$ cat config.mk
export PLATFORM = sky130hd
export DESIGN_NAME = frame_rate_window_stats
export DESIGN_NICKNAME = d
export VERILOG_FILES = /design/src/design/frws_pkg.sv /design/src/design/frame_rate_window_stats.sv /design/src/design/frws_front.sv /design/src/design/frws_div.sv /design/src/design/frws_back.sv
export SDC_FILE = /design/constraint.sdc
export NUM_CORES = 2
export LEC_CHECK = 0
export ABC_AREA = 1
export BUFFER_PORTS_ARGS = -buffer_cell sky130_fd_sc_hd__clkbuf_2
export CAP_MARGIN = 40
export CORE_MARGIN = 2
export CORE_UTILIZATION = 40
export CTS_BUF_LIST = sky130_fd_sc_hd__clkbuf_4
export DETAILED_ROUTE_END_ITERATION = 16
export SYNTH_ARGS = -nofsm -noshare
export SYNTH_HDL_FRONTEND = slang
export SYNTH_SLANG_ARGS = --single-unit
$ cat constraint.sdc
create_clock -name clk -period 7.65 [get_ports clk]
set_clock_uncertainty 0.15 [all_clocks]
set_input_delay 0.3825 -clock clk [delete_from_list [all_inputs] [get_ports clk]]
set_output_delay 0.3825 -clock clk [all_outputs]
set_load 0.01 [all_outputs]
$ cat src/design/frws_pkg.sv
// ----------------------------------------------------------------------------
// frws_pkg
// shared widths, constants and types of the frame rate window statistics block
// ----------------------------------------------------------------------------
package frws_pkg;

    // window length, a power of two so that the averages are plain shifts
    localparam int WINDOW    = 16;
    localparam int WIN_LOG2  = $clog2(WINDOW);
    localparam int SLOT_W    = (WIN_LOG2 < 1) ? 1 : WIN_LOG2;

    localparam int PERIOD_W      = 24;
    localparam int RATE_W        = 28;
    localparam int RATE_SUM_W    = RATE_W + WIN_LOG2;
    localparam int PERIOD_SUM_W  = PERIOD_W + WIN_LOG2;

    // one second in microseconds with 8 fractional bits
    localparam logic [RATE_W-1:0] RATE_SCALE = RATE_W'(256000000);

    // front to back queue
    localparam int QUEUE_DEPTH = 2;
    localparam int QPTR_W      = $clog2(QUEUE_DEPTH);
    localparam int QCNT_W      = $clog2(QUEUE_DEPTH + 1);

    // divider step counter
    localparam int DCNT_W = $clog2(RATE_W);

    typedef struct packed {
        logic [PERIOD_W-1:0] period;
        logic [PERIOD_W-1:0] divisor;
    } frws_item_t;

    typedef enum logic [1:0] {
        ST_IDLE,
        ST_DIV,
        ST_SUM,
        ST_STAT
    } frws_state_t;

endpackage

$ cat src/design/frame_rate_window_stats.sv
// ----------------------------------------------------------------------------
// frame_rate_window_stats
// moving average frame rate and frame time with running extremes
// ----------------------------------------------------------------------------
//
// channel | direction | handshake           | payload
// --------+-----------+---------------------+---------------------------------
// in      | request   | in_valid / in_stall | frame_time_us
// out     | result    | out_valid/out_stall | avg_rate min_rate max_rate
//         |           |                     | avg_period min_period max_period
//
// in the back end a request steps through: pop and read the ring slot, the
// bit-serial reciprocal divider, its done strobe, the window sum update and the
// result load, which waits while the result ahead of it is stalled
// the front queue holds two requests, so the input can still take up to two
// while the back end is busy or the result waits on out_stall
// reset clears the queue, the sums, the ring valid bits and the extremes
// (minimums to all ones); no clearing pass is needed
// a stalled result holds; the back end finishes the next request up to the
// result load and waits there
//
module frame_rate_window_stats (
    input  logic                             clk,
    input  logic                             rst_n,
    input  logic                             in_valid,
    output logic                             in_stall,
    input  logic [frws_pkg::PERIOD_W-1:0]    frame_time_us,
    output logic                             out_valid,
    input  logic                             out_stall,
    output logic [frws_pkg::RATE_W-1:0]      avg_rate,
    output logic [frws_pkg::RATE_W-1:0]      min_rate,
    output logic [frws_pkg::RATE_W-1:0]      max_rate,
    output logic [frws_pkg::PERIOD_W-1:0]    avg_period,
    output logic [frws_pkg::PERIOD_W-1:0]    min_period,
    output logic [frws_pkg::PERIOD_W-1:0]    max_period
);

    // queued request with its clamped divisor
    frws_pkg::frws_item_t    item;
    logic                    item_valid;
    logic                    item_pop;

    // front: accept, clamp a zero frame time to a divisor of one, queue
    frws_front u_front (
        .clk           (clk),
        .rst_n         (rst_n),
        .in_valid      (in_valid),
        .in_stall      (in_stall),
        .frame_time_us (frame_time_us),
        .item_valid    (item_valid),
        .item_pop      (item_pop),
        .item          (item)
    );

    // back: reciprocal, ring update, window sums, extremes, result register
    frws_back u_back (
        .clk        (clk),
        .rst_n      (rst_n),
        .item_valid (item_valid),
        .item_pop   (item_pop),
        .item       (item),
        .out_valid  (out_valid),
        .out_stall  (out_stall),
        .avg_rate   (avg_rate),
        .min_rate   (min_rate),
        .max_rate   (max_rate),
        .avg_period (avg_period),
        .min_period (min_period),
        .max_period (max_period)
    );

endmodule

$ cat src/design/frws_front.sv
// ----------------------------------------------------------------------------
// frws_front
// accepts frame times, clamps the divisor and queues them for the back end
// ----------------------------------------------------------------------------
module frws_front (
    input  logic                             clk,
    input  logic                             rst_n,
    input  logic                             in_valid,
    output logic                             in_stall,
    input  logic [frws_pkg::PERIOD_W-1:0]    frame_time_us,
    output logic                             item_valid,
    input  logic                             item_pop,
    output frws_pkg::frws_item_t             item
);

    frws_pkg::frws_item_t             queue_mem [frws_pkg::QUEUE_DEPTH];
    logic [frws_pkg::QPTR_W-1:0]      wr_ptr_reg;
    logic [frws_pkg::QPTR_W-1:0]      wr_ptr_next;
    logic [frws_pkg::QPTR_W-1:0]      rd_ptr_reg;
    logic [frws_pkg::QPTR_W-1:0]      rd_ptr_next;
    logic [frws_pkg::QCNT_W-1:0]      count_reg;
    logic [frws_pkg::QCNT_W-1:0]      count_next;
    logic                             push;
    logic                             pop;
    frws_pkg::frws_item_t             new_item;

    assign in_stall   = (count_reg == frws_pkg::QCNT_W'(frws_pkg::QUEUE_DEPTH));
    assign item_valid = (count_reg != '0);
    assign push       = in_valid && !in_stall;
    assign pop        = item_pop && item_valid;
    assign item       = queue_mem[rd_ptr_reg];

    // zero frame time divides by one
    always_comb
    begin
        new_item.period  = frame_time_us;
        new_item.divisor = (frame_time_us == '0) ? frws_pkg::PERIOD_W'(1) : frame_time_us;
    end

    always_comb
    begin
        wr_ptr_next = wr_ptr_reg;
        rd_ptr_next = rd_ptr_reg;
        count_next  = count_reg;
        if (push)
        begin
            wr_ptr_next = (wr_ptr_reg == frws_pkg::QPTR_W'(frws_pkg::QUEUE_DEPTH - 1))
                        ? '0 : wr_ptr_reg + 1'b1;
        end
        if (pop)
        begin
            rd_ptr_next = (rd_ptr_reg == frws_pkg::QPTR_W'(frws_pkg::QUEUE_DEPTH - 1))
                        ? '0 : rd_ptr_reg + 1'b1;
        end
        if (push && !pop)
        begin
            count_next = count_reg + 1'b1;
        end
        else if (pop && !push)
        begin
            count_next = count_reg - 1'b1;
        end
    end

    always_ff @(posedge clk or negedge rst_n)
    begin
        if (!rst_n)
        begin
            wr_ptr_reg <= '0;
            rd_ptr_reg <= '0;
            count_reg  <= '0;
        end
        else
        begin
            wr_ptr_reg <= wr_ptr_next;
            rd_ptr_reg <= rd_ptr_next;
            count_reg  <= count_next;
        end
    end

    always_ff @(posedge clk)
    begin
        if (push)
        begin
            queue_mem[wr_ptr_reg] <= new_item;
        end
    end

endmodule

$ cat src/design/frws_div.sv
// ----------------------------------------------------------------------------
// frws_div
// bit-serial restoring divider for the rate reciprocal, one quotient bit a cycle
// ----------------------------------------------------------------------------
module frws_div (
    input  logic                             clk,
    input  logic                             rst_n,
    input  logic                             start,
    input  logic [frws_pkg::PERIOD_W-1:0]    divisor,
    output logic                             done,
    output logic [frws_pkg::RATE_W-1:0]      quotient
);

    logic                             busy_reg;
    logic                             busy_next;
    logic                             done_reg;
    logic                             done_next;
    logic [frws_pkg::DCNT_W-1:0]      cnt_reg;
    logic [frws_pkg::DCNT_W-1:0]      cnt_next;
    logic [frws_pkg::PERIOD_W-1:0]    den_reg;
    logic [frws_pkg::PERIOD_W-1:0]    den_next;
    logic [frws_pkg::PERIOD_W-1:0]    rem_reg;
    logic [frws_pkg::PERIOD_W-1:0]    rem_next;
    logic [frws_pkg::RATE_W-1:0]      num_reg;
    logic [frws_pkg::RATE_W-1:0]      num_next;
    logic [frws_pkg::RATE_W-1:0]      quo_reg;
    logic [frws_pkg::RATE_W-1:0]      quo_next;
    logic [frws_pkg::PERIOD_W:0]      trial;
    logic [frws_pkg::PERIOD_W:0]      diff;
    logic                             fits;

    assign trial    = {rem_reg, num_reg[frws_pkg::RATE_W-1]};
    assign diff     = trial - {1'b0, den_reg};
    assign fits     = (trial >= {1'b0, den_reg});
    assign done     = done_reg;
    assign quotient = quo_reg;

    always_comb
    begin
        busy_next = busy_reg;
        done_next = 1'b0;
        cnt_next  = cnt_reg;
        den_next  = den_reg;
        rem_next  = rem_reg;
        num_next  = num_reg;
        quo_next  = quo_reg;
        if (start)
        begin
            busy_next = 1'b1;
            cnt_next  = frws_pkg::DCNT_W'(frws_pkg::RATE_W - 1);
            den_next  = divisor;
            rem_next  = '0;
            num_next  = frws_pkg::RATE_SCALE;
            quo_next  = '0;
        end
        else if (busy_reg)
        begin
            // remainder stays below the divisor, so the top bit drops out
            rem_next = fits ? diff[frws_pkg::PERIOD_W-1:0] : trial[frws_pkg::PERIOD_W-1:0];
            num_next = {num_reg[frws_pkg::RATE_W-2:0], 1'b0};
            quo_next = {quo_reg[frws_pkg::RATE_W-2:0], fits};
            cnt_next = cnt_reg - 1'b1;
            if (cnt_reg == '0)
            begin
                busy_next = 1'b0;
                done_next = 1'b1;
            end
        end
    end

    always_ff @(posedge clk or negedge rst_n)
    begin
        if (!rst_n)
        begin
            busy_reg <= 1'b0;
            done_reg <= 1'b0;
            cnt_reg  <= '0;
        end
        else
        begin
            busy_reg <= busy_next;
            done_reg <= done_next;
            cnt_reg  <= cnt_next;
        end
    end

    always_ff @(posedge clk)
    begin
        den_reg <= den_next;
        rem_reg <= rem_next;
        num_reg <= num_next;
        quo_reg <= quo_next;
    end

endmodule

$ cat src/design/frws_back.sv
// ----------------------------------------------------------------------------
// frws_back
// rings, window sums, running extremes and the result register
// ----------------------------------------------------------------------------
module frws_back (
    input  logic                             clk,
    input  logic                             rst_n,
    input  logic                             item_valid,
    output logic                             item_pop,
    input  frws_pkg::frws_item_t             item,
    output logic                             out_valid,
    input  logic                             out_stall,
    output logic [frws_pkg::RATE_W-1:0]      avg_rate,
    output logic [frws_pkg::RATE_W-1:0]      min_rate,
    output logic [frws_pkg::RATE_W-1:0]      max_rate,
    output logic [frws_pkg::PERIOD_W-1:0]    avg_period,
    output logic [frws_pkg::PERIOD_W-1:0]    min_period,
    output logic [frws_pkg::PERIOD_W-1:0]    max_period
);

    frws_pkg::frws_state_t                state_reg;
    frws_pkg::frws_state_t                state_next;

    logic [frws_pkg::RATE_W-1:0]          rate_ring [frws_pkg::WINDOW];
    logic [frws_pkg::PERIOD_W-1:0]        period_ring [frws_pkg::WINDOW];
    logic [frws_pkg::WINDOW-1:0]          ring_valid_reg;
    logic [frws_pkg::SLOT_W-1:0]          slot_reg;
    logic [frws_pkg::RATE_W-1:0]          old_rate_reg;
    logic [frws_pkg::PERIOD_W-1:0]        old_period_reg;
    logic [frws_pkg::PERIOD_W-1:0]        period_reg;
    logic [frws_pkg::RATE_SUM_W-1:0]      rate_sum_reg;
    logic [frws_pkg::RATE_SUM_W-1:0]      rate_sum_next;
    logic [frws_pkg::PERIOD_SUM_W-1:0]    period_sum_reg;
    logic [frws_pkg::PERIOD_SUM_W-1:0]    period_sum_next;
    logic [frws_pkg::RATE_W-1:0]          rate_low_reg;
    logic [frws_pkg::RATE_W-1:0]          rate_high_reg;
    logic [frws_pkg::PERIOD_W-1:0]        period_low_reg;
    logic [frws_pkg::PERIOD_W-1:0]        period_high_reg;
    logic [frws_pkg::RATE_W-1:0]          avg_rate_reg;
    logic [frws_pkg::PERIOD_W-1:0]        avg_period_reg;
    logic                                 out_valid_reg;
    logic                                 out_valid_next;
    logic [frws_pkg::RATE_W-1:0]          avg_r;
    logic [frws_pkg::PERIOD_W-1:0]        avg_p;

    logic                                 div_start;
    logic                                 div_done;
    logic [frws_pkg::RATE_W-1:0]          div_quo;
    logic                                 sum_en;
    logic                                 load_en;
    logic                                 out_free;

    frws_div u_div (
        .clk      (clk),
        .rst_n    (rst_n),
        .start    (div_start),
        .divisor  (item.divisor),
        .done     (div_done),
        .quotient (div_quo)
    );

    assign out_free = !out_valid_reg || !out_stall;

    // next state
    always_comb
    begin
        state_next = state_reg;
        case (state_reg)
            frws_pkg::ST_IDLE:
            begin
                if (item_valid)
                begin
                    state_next = frws_pkg::ST_DIV;
                end
            end
            frws_pkg::ST_DIV:
            begin
                if (div_done)
                begin
                    state_next = frws_pkg::ST_SUM;
                end
            end
            frws_pkg::ST_SUM:
            begin
                state_next = frws_pkg::ST_STAT;
            end
            frws_pkg::ST_STAT:
            begin
                if (out_free)
                begin
                    state_next = frws_pkg::ST_IDLE;
                end
            end
            default:
            begin
                state_next = frws_pkg::ST_IDLE;
            end
        endcase
    end

    // state outputs
    always_comb
    begin
        item_pop  = 1'b0;
        div_start = 1'b0;
        sum_en    = 1'b0;
        load_en   = 1'b0;
        case (state_reg)
            frws_pkg::ST_IDLE:
            begin
                item_pop  = item_valid;
                div_start = item_valid;
            end
            frws_pkg::ST_DIV:
            begin
            end
            frws_pkg::ST_SUM:
            begin
                sum_en = 1'b1;
            end
            frws_pkg::ST_STAT:
            begin
                load_en = out_free;
            end
            default:
            begin
            end
        endcase
    end

    assign rate_sum_next   = rate_sum_reg - frws_pkg::RATE_SUM_W'(old_rate_reg)
                           + frws_pkg::RATE_SUM_W'(div_quo);
    assign period_sum_next = period_sum_reg - frws_pkg::PERIOD_SUM_W'(old_period_reg)
                           + frws_pkg::PERIOD_SUM_W'(period_reg);

    assign avg_r = rate_sum_reg[frws_pkg::WIN_LOG2 +: frws_pkg::RATE_W];
    assign avg_p = period_sum_reg[frws_pkg::WIN_LOG2 +: frws_pkg::PERIOD_W];

    always_comb
    begin
        out_valid_next = out_valid_reg;
        if (load_en)
        begin
            out_valid_next = 1'b1;
        end
        else if (!out_stall)
        begin
            out_valid_next = 1'b0;
        end
    end

    always_ff @(posedge clk or negedge rst_n)
    begin
        if (!rst_n)
        begin
            state_reg       <= frws_pkg::ST_IDLE;
            ring_valid_reg  <= '0;
            slot_reg        <= '0;
            rate_sum_reg    <= '0;
            period_sum_reg  <= '0;
            rate_low_reg    <= '1;
            rate_high_reg   <= '0;
            period_low_reg  <= '1;
            period_high_reg <= '0;
            out_valid_reg   <= 1'b0;
        end
        else
        begin
            state_reg     <= state_next;
            out_valid_reg <= out_valid_next;
            if (sum_en)
            begin
                rate_sum_reg             <= rate_sum_next;
                period_sum_reg           <= period_sum_next;
                ring_valid_reg[slot_reg] <= 1'b1;
                slot_reg <= (slot_reg == frws_pkg::SLOT_W'(frws_pkg::WINDOW - 1))
                          ? '0 : slot_reg + 1'b1;
            end
            if (load_en)
            begin
                if (avg_r < rate_low_reg)
                begin
                    rate_low_reg <= avg_r;
                end
                if (avg_r > rate_high_reg)
                begin
                    rate_high_reg <= avg_r;
                end
                if (avg_p < period_low_reg)
                begin
                    period_low_reg <= avg_p;
                end
                if (avg_p > period_high_reg)
                begin
                    period_high_reg <= avg_p;
                end
            end
        end
    end

    // ring storage, registered read of the slot about to be replaced
    always_ff @(posedge clk)
    begin
        if (div_start)
        begin
            period_reg     <= item.period;
            old_rate_reg   <= ring_valid_reg[slot_reg] ? rate_ring[slot_reg] : '0;
            old_period_reg <= ring_valid_reg[slot_reg] ? period_ring[slot_reg] : '0;
        end
        if (sum_en)
        begin
            rate_ring[slot_reg]   <= div_quo;
            period_ring[slot_reg] <= period_reg;
        end
        if (load_en)
        begin
            avg_rate_reg   <= avg_r;
            avg_period_reg <= avg_p;
        end
    end

    assign out_valid  = out_valid_reg;
    assign avg_rate   = avg_rate_reg;
    assign min_rate   = rate_low_reg;
    assign max_rate   = rate_high_reg;
    assign avg_period = avg_period_reg;
    assign min_period = period_low_reg;
    assign max_period = period_high_reg;

endmodule

# Word-level counts from Yosys, hierarchy flattened
# Memory sizes are Yosys's and may differ from the RTL's. A register that Yosys moved wholly into a read port is not among the register bits.
# Index checks and enable logic that the tools add are counted.
[word_totals]
regBits = 316
ramBits = 928
in_bits = 28
elab_cells = 108
memories = 3
[classes]
n_addsub = 11
order_cmp = 7
eq_ne = 9
n_mux = 32
n_bitwise = 1
n_reduce_logical = 24
[mem_list]
columns = ["memory", "words", "width", "rd", "rd_ports_with_merged_regs", "write_ports", "line", "source"]
rows = [
  ["u_back.rate_ring", 16, 28, 1, 1, 1, "frws_back.sv:24", "logic [frws_pkg::RATE_W-1:0] rate_ring [frws_pkg::WINDOW];"],
  ["u_back.period_ring", 16, 24, 1, 1, 1, "frws_back.sv:25", "logic [frws_pkg::PERIOD_W-1:0] period_ring [frws_pkg::WINDOW];"],
  ["u_front.queue_mem", 2, 48, 1, 1, 1, "frws_front.sv:16", "frws_pkg::frws_item_t queue_mem [frws_pkg::QUEUE_DEPTH];"],
]
[ops]
columns = ["operator", "count"]
rows = [
  ["two-way mux 24 bit", 2],
  ["adder 32 x 28 -> 32 bit", 1],
  ["subtractor 32 x 28 -> 32 bit", 1],
  ["adder 28 x 24 -> 28 bit", 1],
  ["> comparator 28 bit", 1],
  ["less-than comparator 28 bit", 1],
  ["subtractor 28 x 24 -> 28 bit", 1],
  [">= comparator 25 x 24 -> 1 bit", 1],
  ["> comparator 24 bit", 1],
  ["logical NOT 24 bit", 1],
  ["less-than comparator 24 bit", 1],
  ["subtractor 24 bit", 1],
  ["two-way mux 1 bit", 19],
  ["OR 16 bit", 1],
  ["two-way mux 2 bit", 5],
  ["two-way mux 5 bit", 2],
  ["one-hot mux 2 bit (4 select lines)", 1],
  ["AND reduction 2 bit", 4],
  ["logical NOT 1 bit", 7],
  ["== test 2 bit (second input constant)", 3],
  ["inequality test 2 x 1 -> 1 bit (second input constant)", 3],
  ["nonzero test 2 bit", 3],
  ["logical AND 1 bit", 5],
  ["logical NOT 5 bit", 1],
  ["16 further kinds", 17],
]

# Logic depth before layout (Yosys ltp)
[depth]
ltp_word = 7
depth_mapped = 18

# Modules after synthesis
# Synthesis repeated with hierarchy kept, for this count alone.
[unflattened]
hier_cells = 5928
area_unflattened_um2 = 61162.4
[by_module_without_submodules]
columns = ["mod", "n_inst", "cells_each", "area_each_um2", "seq_area_each_um2"]
rows = [
  ["frws_back", 1, 4840, 51887.3, 33572.2],
  ["frws_div", 1, 766, 5405.2, 2217.1],
  ["frws_front", 1, 322, 3870.0, 2982.9],
]

# Least setup slack after synthesis
# No wires, ideal clock.
[synth_path]
path_type = "register -> register"
startpoint = "register u_back.slot_reg[0] (netlist bit)"
endpoint = "memory u_back.period_ring[10][0] (netlist bit), enable pin"
arrival_time_ns = 3.598
required_ns = 7.038
path_slack_ns = 3.440
stages_incl_launch_ff = 9
n_path_buf = 4
cell_sequence = "dfrtp_1 inv_1 buf_4 buf_4 buf_4 buf_2 ha_1 nand2_1 nor2_1"
[synth_lines]
columns = ["element", "line", "source"]
rows = [
  ["start: declaration", "frws_back.sv:27", "logic [frws_pkg::SLOT_W-1:0] slot_reg;"],
  ["start signal: assignment", "frws_back.sv:176", "slot_reg <= (slot_reg == frws_pkg::SLOT_W'(frws_pkg::WINDOW - 1))"],
  ["end: declaration", "frws_back.sv:25", ""],
]
# Straight into the memory's write port.

# Final worst setup path
[layout_path]
startpoint = "register u_back.slot_reg[1] (netlist bit)"
endpoint = "memory u_back.rate_ring[2][14] (netlist bit), enable pin"
[layout_lines]
columns = ["element", "line"]
rows = [
  ["end: declaration", "frws_back.sv:24"],
]
# Straight into the memory's write port.

==> results by group <==
Placed design
  – Dpl ws: 3.741 ns
  – Cells after DPL: roughly 7400
  – Placer congestion estimate: a little over 0.9
  – HPWL after detailed placement: 101.3 mm
  – Number of buffers inserted by port buffering: 185

GRT
  – Largest net degree at the start of global routing: 206
  – Met1 track utilization from global routing: a little under a third
  – GR met3 Demand/Resource: 4.132%
  – Number of antenna violations at the first check in global routing: 5
  – Vias in the first global route: roughly 40000
  – Grt total ovfl: 0
  – Layer with the highest usage after global routing: met2
  – First-pass GRT wire length: 246.6 mm
  – M2 GR Usage: between 30% and 40%
  – Total routing usage reported by global routing: a little over a fifth

Pwr
  – Power density over cell area: about 480 nW/um^2
  – Reported leakage power: around 27 nW
  – Design Power: roughly 0.033 W
  – Highest ir drop seen on vdd: 0.3996 mV

Die
  – Std-Cell Core Area: approximately 150000 sq um
  – Die X: around 400 microns
  – # rows: between 100 and 150
  – Die Height: just under 400 microns
  – Initial standard-cell utilization of the core: 40.14%
  – Overall die area: 152900 sq um
  – I/O pin cnt: approximately 190

Timing
  – Hold_ws: about 0.25 ns
  – Slew of the pin with the lowest slew margin: 0.9858 ns
  – Number of slew-limit violations in the final report: 0
  – Setup TNS Final: 0 ns
  – Final cycle utilization of the critical path: between 50 and 60%
  – Time the worst path needs with I/O delays and setup: 3.976 ns
  – Hold violation total from the final report: 0
  – RSZ-0062 raised after global routing: false
  – Worst relative slew slack: 34.28%
  – Post-route worst setup slack: 3.674 ns
  – Final setup violation count: 0
  – Maximum clock rate: roughly 250 MHz

Drt
  – Count of nets left with antenna violations after detail routing: 0
  – Via count: 42936
  – Post-route DRC: 0
  – Avg Vias per Cell: around 5.3
  – Per-cell routed wire length: 19.83 microns
  – First-pass DRT Iterations: 6
  – Number of DRC markers in iteration 0: roughly 4000
  – Total wire length after detailed routing: between 150 and 200 mm

Setup path
  – Worst Reg2Reg Path Length in Cells: 5
  – Worst path top cell family by delay: buffers and inverters
  – FF-to-FF setup slack: 3.67 ns
  – Endpoint of the worst-slack reg-to-reg timing path: u_back.rate_ring[2][14]
  – Chain of cells forming the critical path: buf_4 -> ha_1 -> nand2_1 -> nor2_4 -> buf_4
  – Critical path peak fanout: 69
  – Crit path required time: ~8.3 ns
  – Worst reg2reg path startpoint: u_back.slot_reg[1]
  – Worst-path cell with the longest stage delay: nor2_4
  – Cell mode on critical path: buf_4
  – Critical path origin: u_back.slot_reg[1]
  – Launching element type of the critical path: flop
  – Buf+Inv Stages, Crit Path: 2
  – Longest individual stage delay on the worst path: between 0.8 and 0.9 ns
  – Worst EP arrival: around 4.6 ns
  – Kind of end point of the critical path: flop
  – Worst setup path category: flop to flop

Synthesis
  – Multiplexer share of the synthesized area: 0%
  – Most area-hungry cell type in the Yosys netlist: edfxtp_1
  – Most common flop cell mapped by yosys: edfxtp_1
  – Post-Synthesis Cell Area: between 50000 and 60000 sq um
  – FF+latch count, synth: 1344
  – Post-Syn Instances: around 5500
  – Complex-gate fraction of the synthesized area: a little over a tenth
  – Number of warnings printed during yosys synthesis: 0
  – Net count of the mapped netlist: 5749
  – Largest cells by area after synthesis: edfxtp_1 54%, nand2_1 6.4%, dfrtp_1 6.1%, o21ai_0 5.0%, ha_1 4.1%
  – Synthesized area per cell: between 10 and 15 sq um
  – Sequential element share of the synthesized area: between 60% and 70%
  – Number of synthesized flops with an enable pin: roughly 1100
  – Parity-gate share of the synthesized area counting xor and xnor cells: less than 1%
  – Number of distinct library cells after synthesis: 50
  – Synth async-reset ratio: between 10% and 20%
  – Dominant combinational cell family by area after synthesis: simple AND/OR/NAND/NOR gates
  – Top-area cell type share of the netlist area: approximately 54%
  – Synth Area in Simple Gates: approximately 13%
  – Synthesized-area fraction occupied by adder cells: 5.907%

Layout
  – Register bank with the most flops: u_back.rate_ring
  – Net count of the finished layout: slightly above 6000
  – Final std cells w/o fill: between 8000 and 9000
  – Flip-flop count of the largest register, all copies and words added: between 400 and 500
  – Area growth from synthesis to layout: 14.44%
  – Fraction of final layout cells with drive strength greater than 1: roughly 15%
  – Registers with the most flip-flops: u_back.rate_ring: 448 flops, u_back.period_ring: 384 flops, u_front.queue_mem: 96 flops

Clock tree
  – Post-cts repair resize count: 0
  – Total number of H-tree levels: 5
  – Sinks on the clock net: 1344
  – Clock edge transition at the registers on the reported setup and hold paths: 0.07 ns
  – Buffer count from post-CTS setup fixing: 0
  – Clock tree from TritonCTS: built
  – Maximum clock path buffer count: 4
  – Clock buffer count from CTS: ~360
  – Clock network latency to the later pin of the worst-skew pair: 1.26 ns
  – CTS Root Cell: clkbuf_4

Worst hold path
  – Hold Path End: u_front.wr_ptr_reg
  – Hold path start: in_valid
  – Hold Path Cell Cnt: 6
  – HP Class: input pin to flop

Outcome
  – Outcome: completed

Job
  – # Max-Cap Violations: 0
metal layers:
metal	wire length (microns)	vias to the layer above
met5	0	-
met1	74170	20805
li1	-	20122
met4	2715	0
met3	13380	222
met2	71060	1787
through the flow:
| step | util (%) | instance area, sq um |
|---|---|---|
| finish | 45.94 | 68560 |
| CTS | 45.92 | 68540 |
| floorplan | - | 59910 |
| detailed placement | 42.50 | 63420 |
| global placement | 42.25 | 63050 |
| global route | 45.93 | 68550 |
repair_timing:
item,4_1_cts,5_1_grt
endpoints found under the setup margin,0,0
endpoints found under the hold margin,419,0
hold buffers,57,0
cell families (layout without fill, tap and decap cells):
kind of cell | Yosys count | after routing
buffers and inverters | 824 | 1536
AND/OR/NAND/NOR | 1891 | 1891
flip-flops | 1344 | 1344
AO/OA/AOI/OAI | 1123 | 1123
adder cells (fa/ha/maj) | 251 | 251
XOR/XNOR | 37 | 37
other | 0 | 8
worst reg2reg max path: cells and delay by family (launching register included):
| kind | cells | cell delay, ns |
|---|---|---|
| DFF | 1 | 0.65 |
| buffers and inverters | 2 | 1.23 |
| adders and majority gates | 1 | 0.32 |
| and+or+nand+nor | 2 | 1.14 |
power breakdown:
| group | switching [W] | internal (W) |
|---|---|---|
| combinational | 0.0103 | 0.00478 |
| sequential | 0.00114 | 0.0101 |
| clock | 0.00291 | 0.00340 |
synthesized netlist by cell type, drive strengths merged, types with 33 or more instances:
| library cell | n |
|---|---|
| inv | 561 |
| a21oi | 162 |
| nor3 | 33 |
| nand3 | 148 |
| fa | 53 |
| clkbuf | 164 |
| nand4 | 62 |
| dfrtp | 146 |
| a41oi | 52 |
| nor2 | 575 |
| a22oi | 38 |
| dfstp | 52 |
| ha | 198 |
| buf | 95 |
| edfxtp | 1080 |
| nand2 | 1028 |
| dfxtp | 66 |
| o21ai | 604 |
| o22ai | 217 |
worst max path at each step:
stage                                 to  slack (ns)  cells past startpoint
2_1_floorplan  u_back.period_ring[10][0]        3.44                      8
3_3_place_gp     u_back.rate_ring[2][19]        3.77                      5
3_5_place_dp     u_back.rate_ring[2][16]        3.74                      5
4_1_cts          u_back.rate_ring[2][14]        3.65                      5
5_1_grt          u_back.rate_ring[2][14]        3.50                      5
6_report         u_back.rate_ring[2][14]        3.67                      5
cell type report:
cell class / count / area (sq um)
clock inverters: 92 / 541.8
fillers: 13881 / 80680
flip-flops and latches: 1344 / 38780
inverters: 565 / 2138
well taps: 1944 / 2432
multi-input cells: 3302 / 18050
repair buffers: 348 / 2615
diodes: 8 / 20.02
clock buffers: 531 / 3986
cells in the final DEF, fill, tap and decap left out, types with 38 or more instances in the layout:
cell type / netlist / routed
inv_1: 560 / 558
nand4_1: 62 / 62
nor2_1: 570 / 550
dfrtp_1: 146 / 144
nand3_1: 146 / 146
o21ai_0: 597 / 597
o22ai_1: 217 / 217
a41oi_1: 48 / 48
buf_4: 15 / 88
clkbuf_4: 0 / 531
clkinv_1: 4 / 74
dfstp_2: 52 / 52
a21oi_1: 162 / 161
dfxtp_1: 66 / 66
a22oi_1: 38 / 38
fa_1: 53 / 53
ha_1: 198 / 197
edfxtp_1: 1080 / 1080
clkbuf_2: 0 / 184
nand2_1: 1026 / 1026
dlygate4sd3_1: 0 / 56
Power figures use the tool's default switching activity.
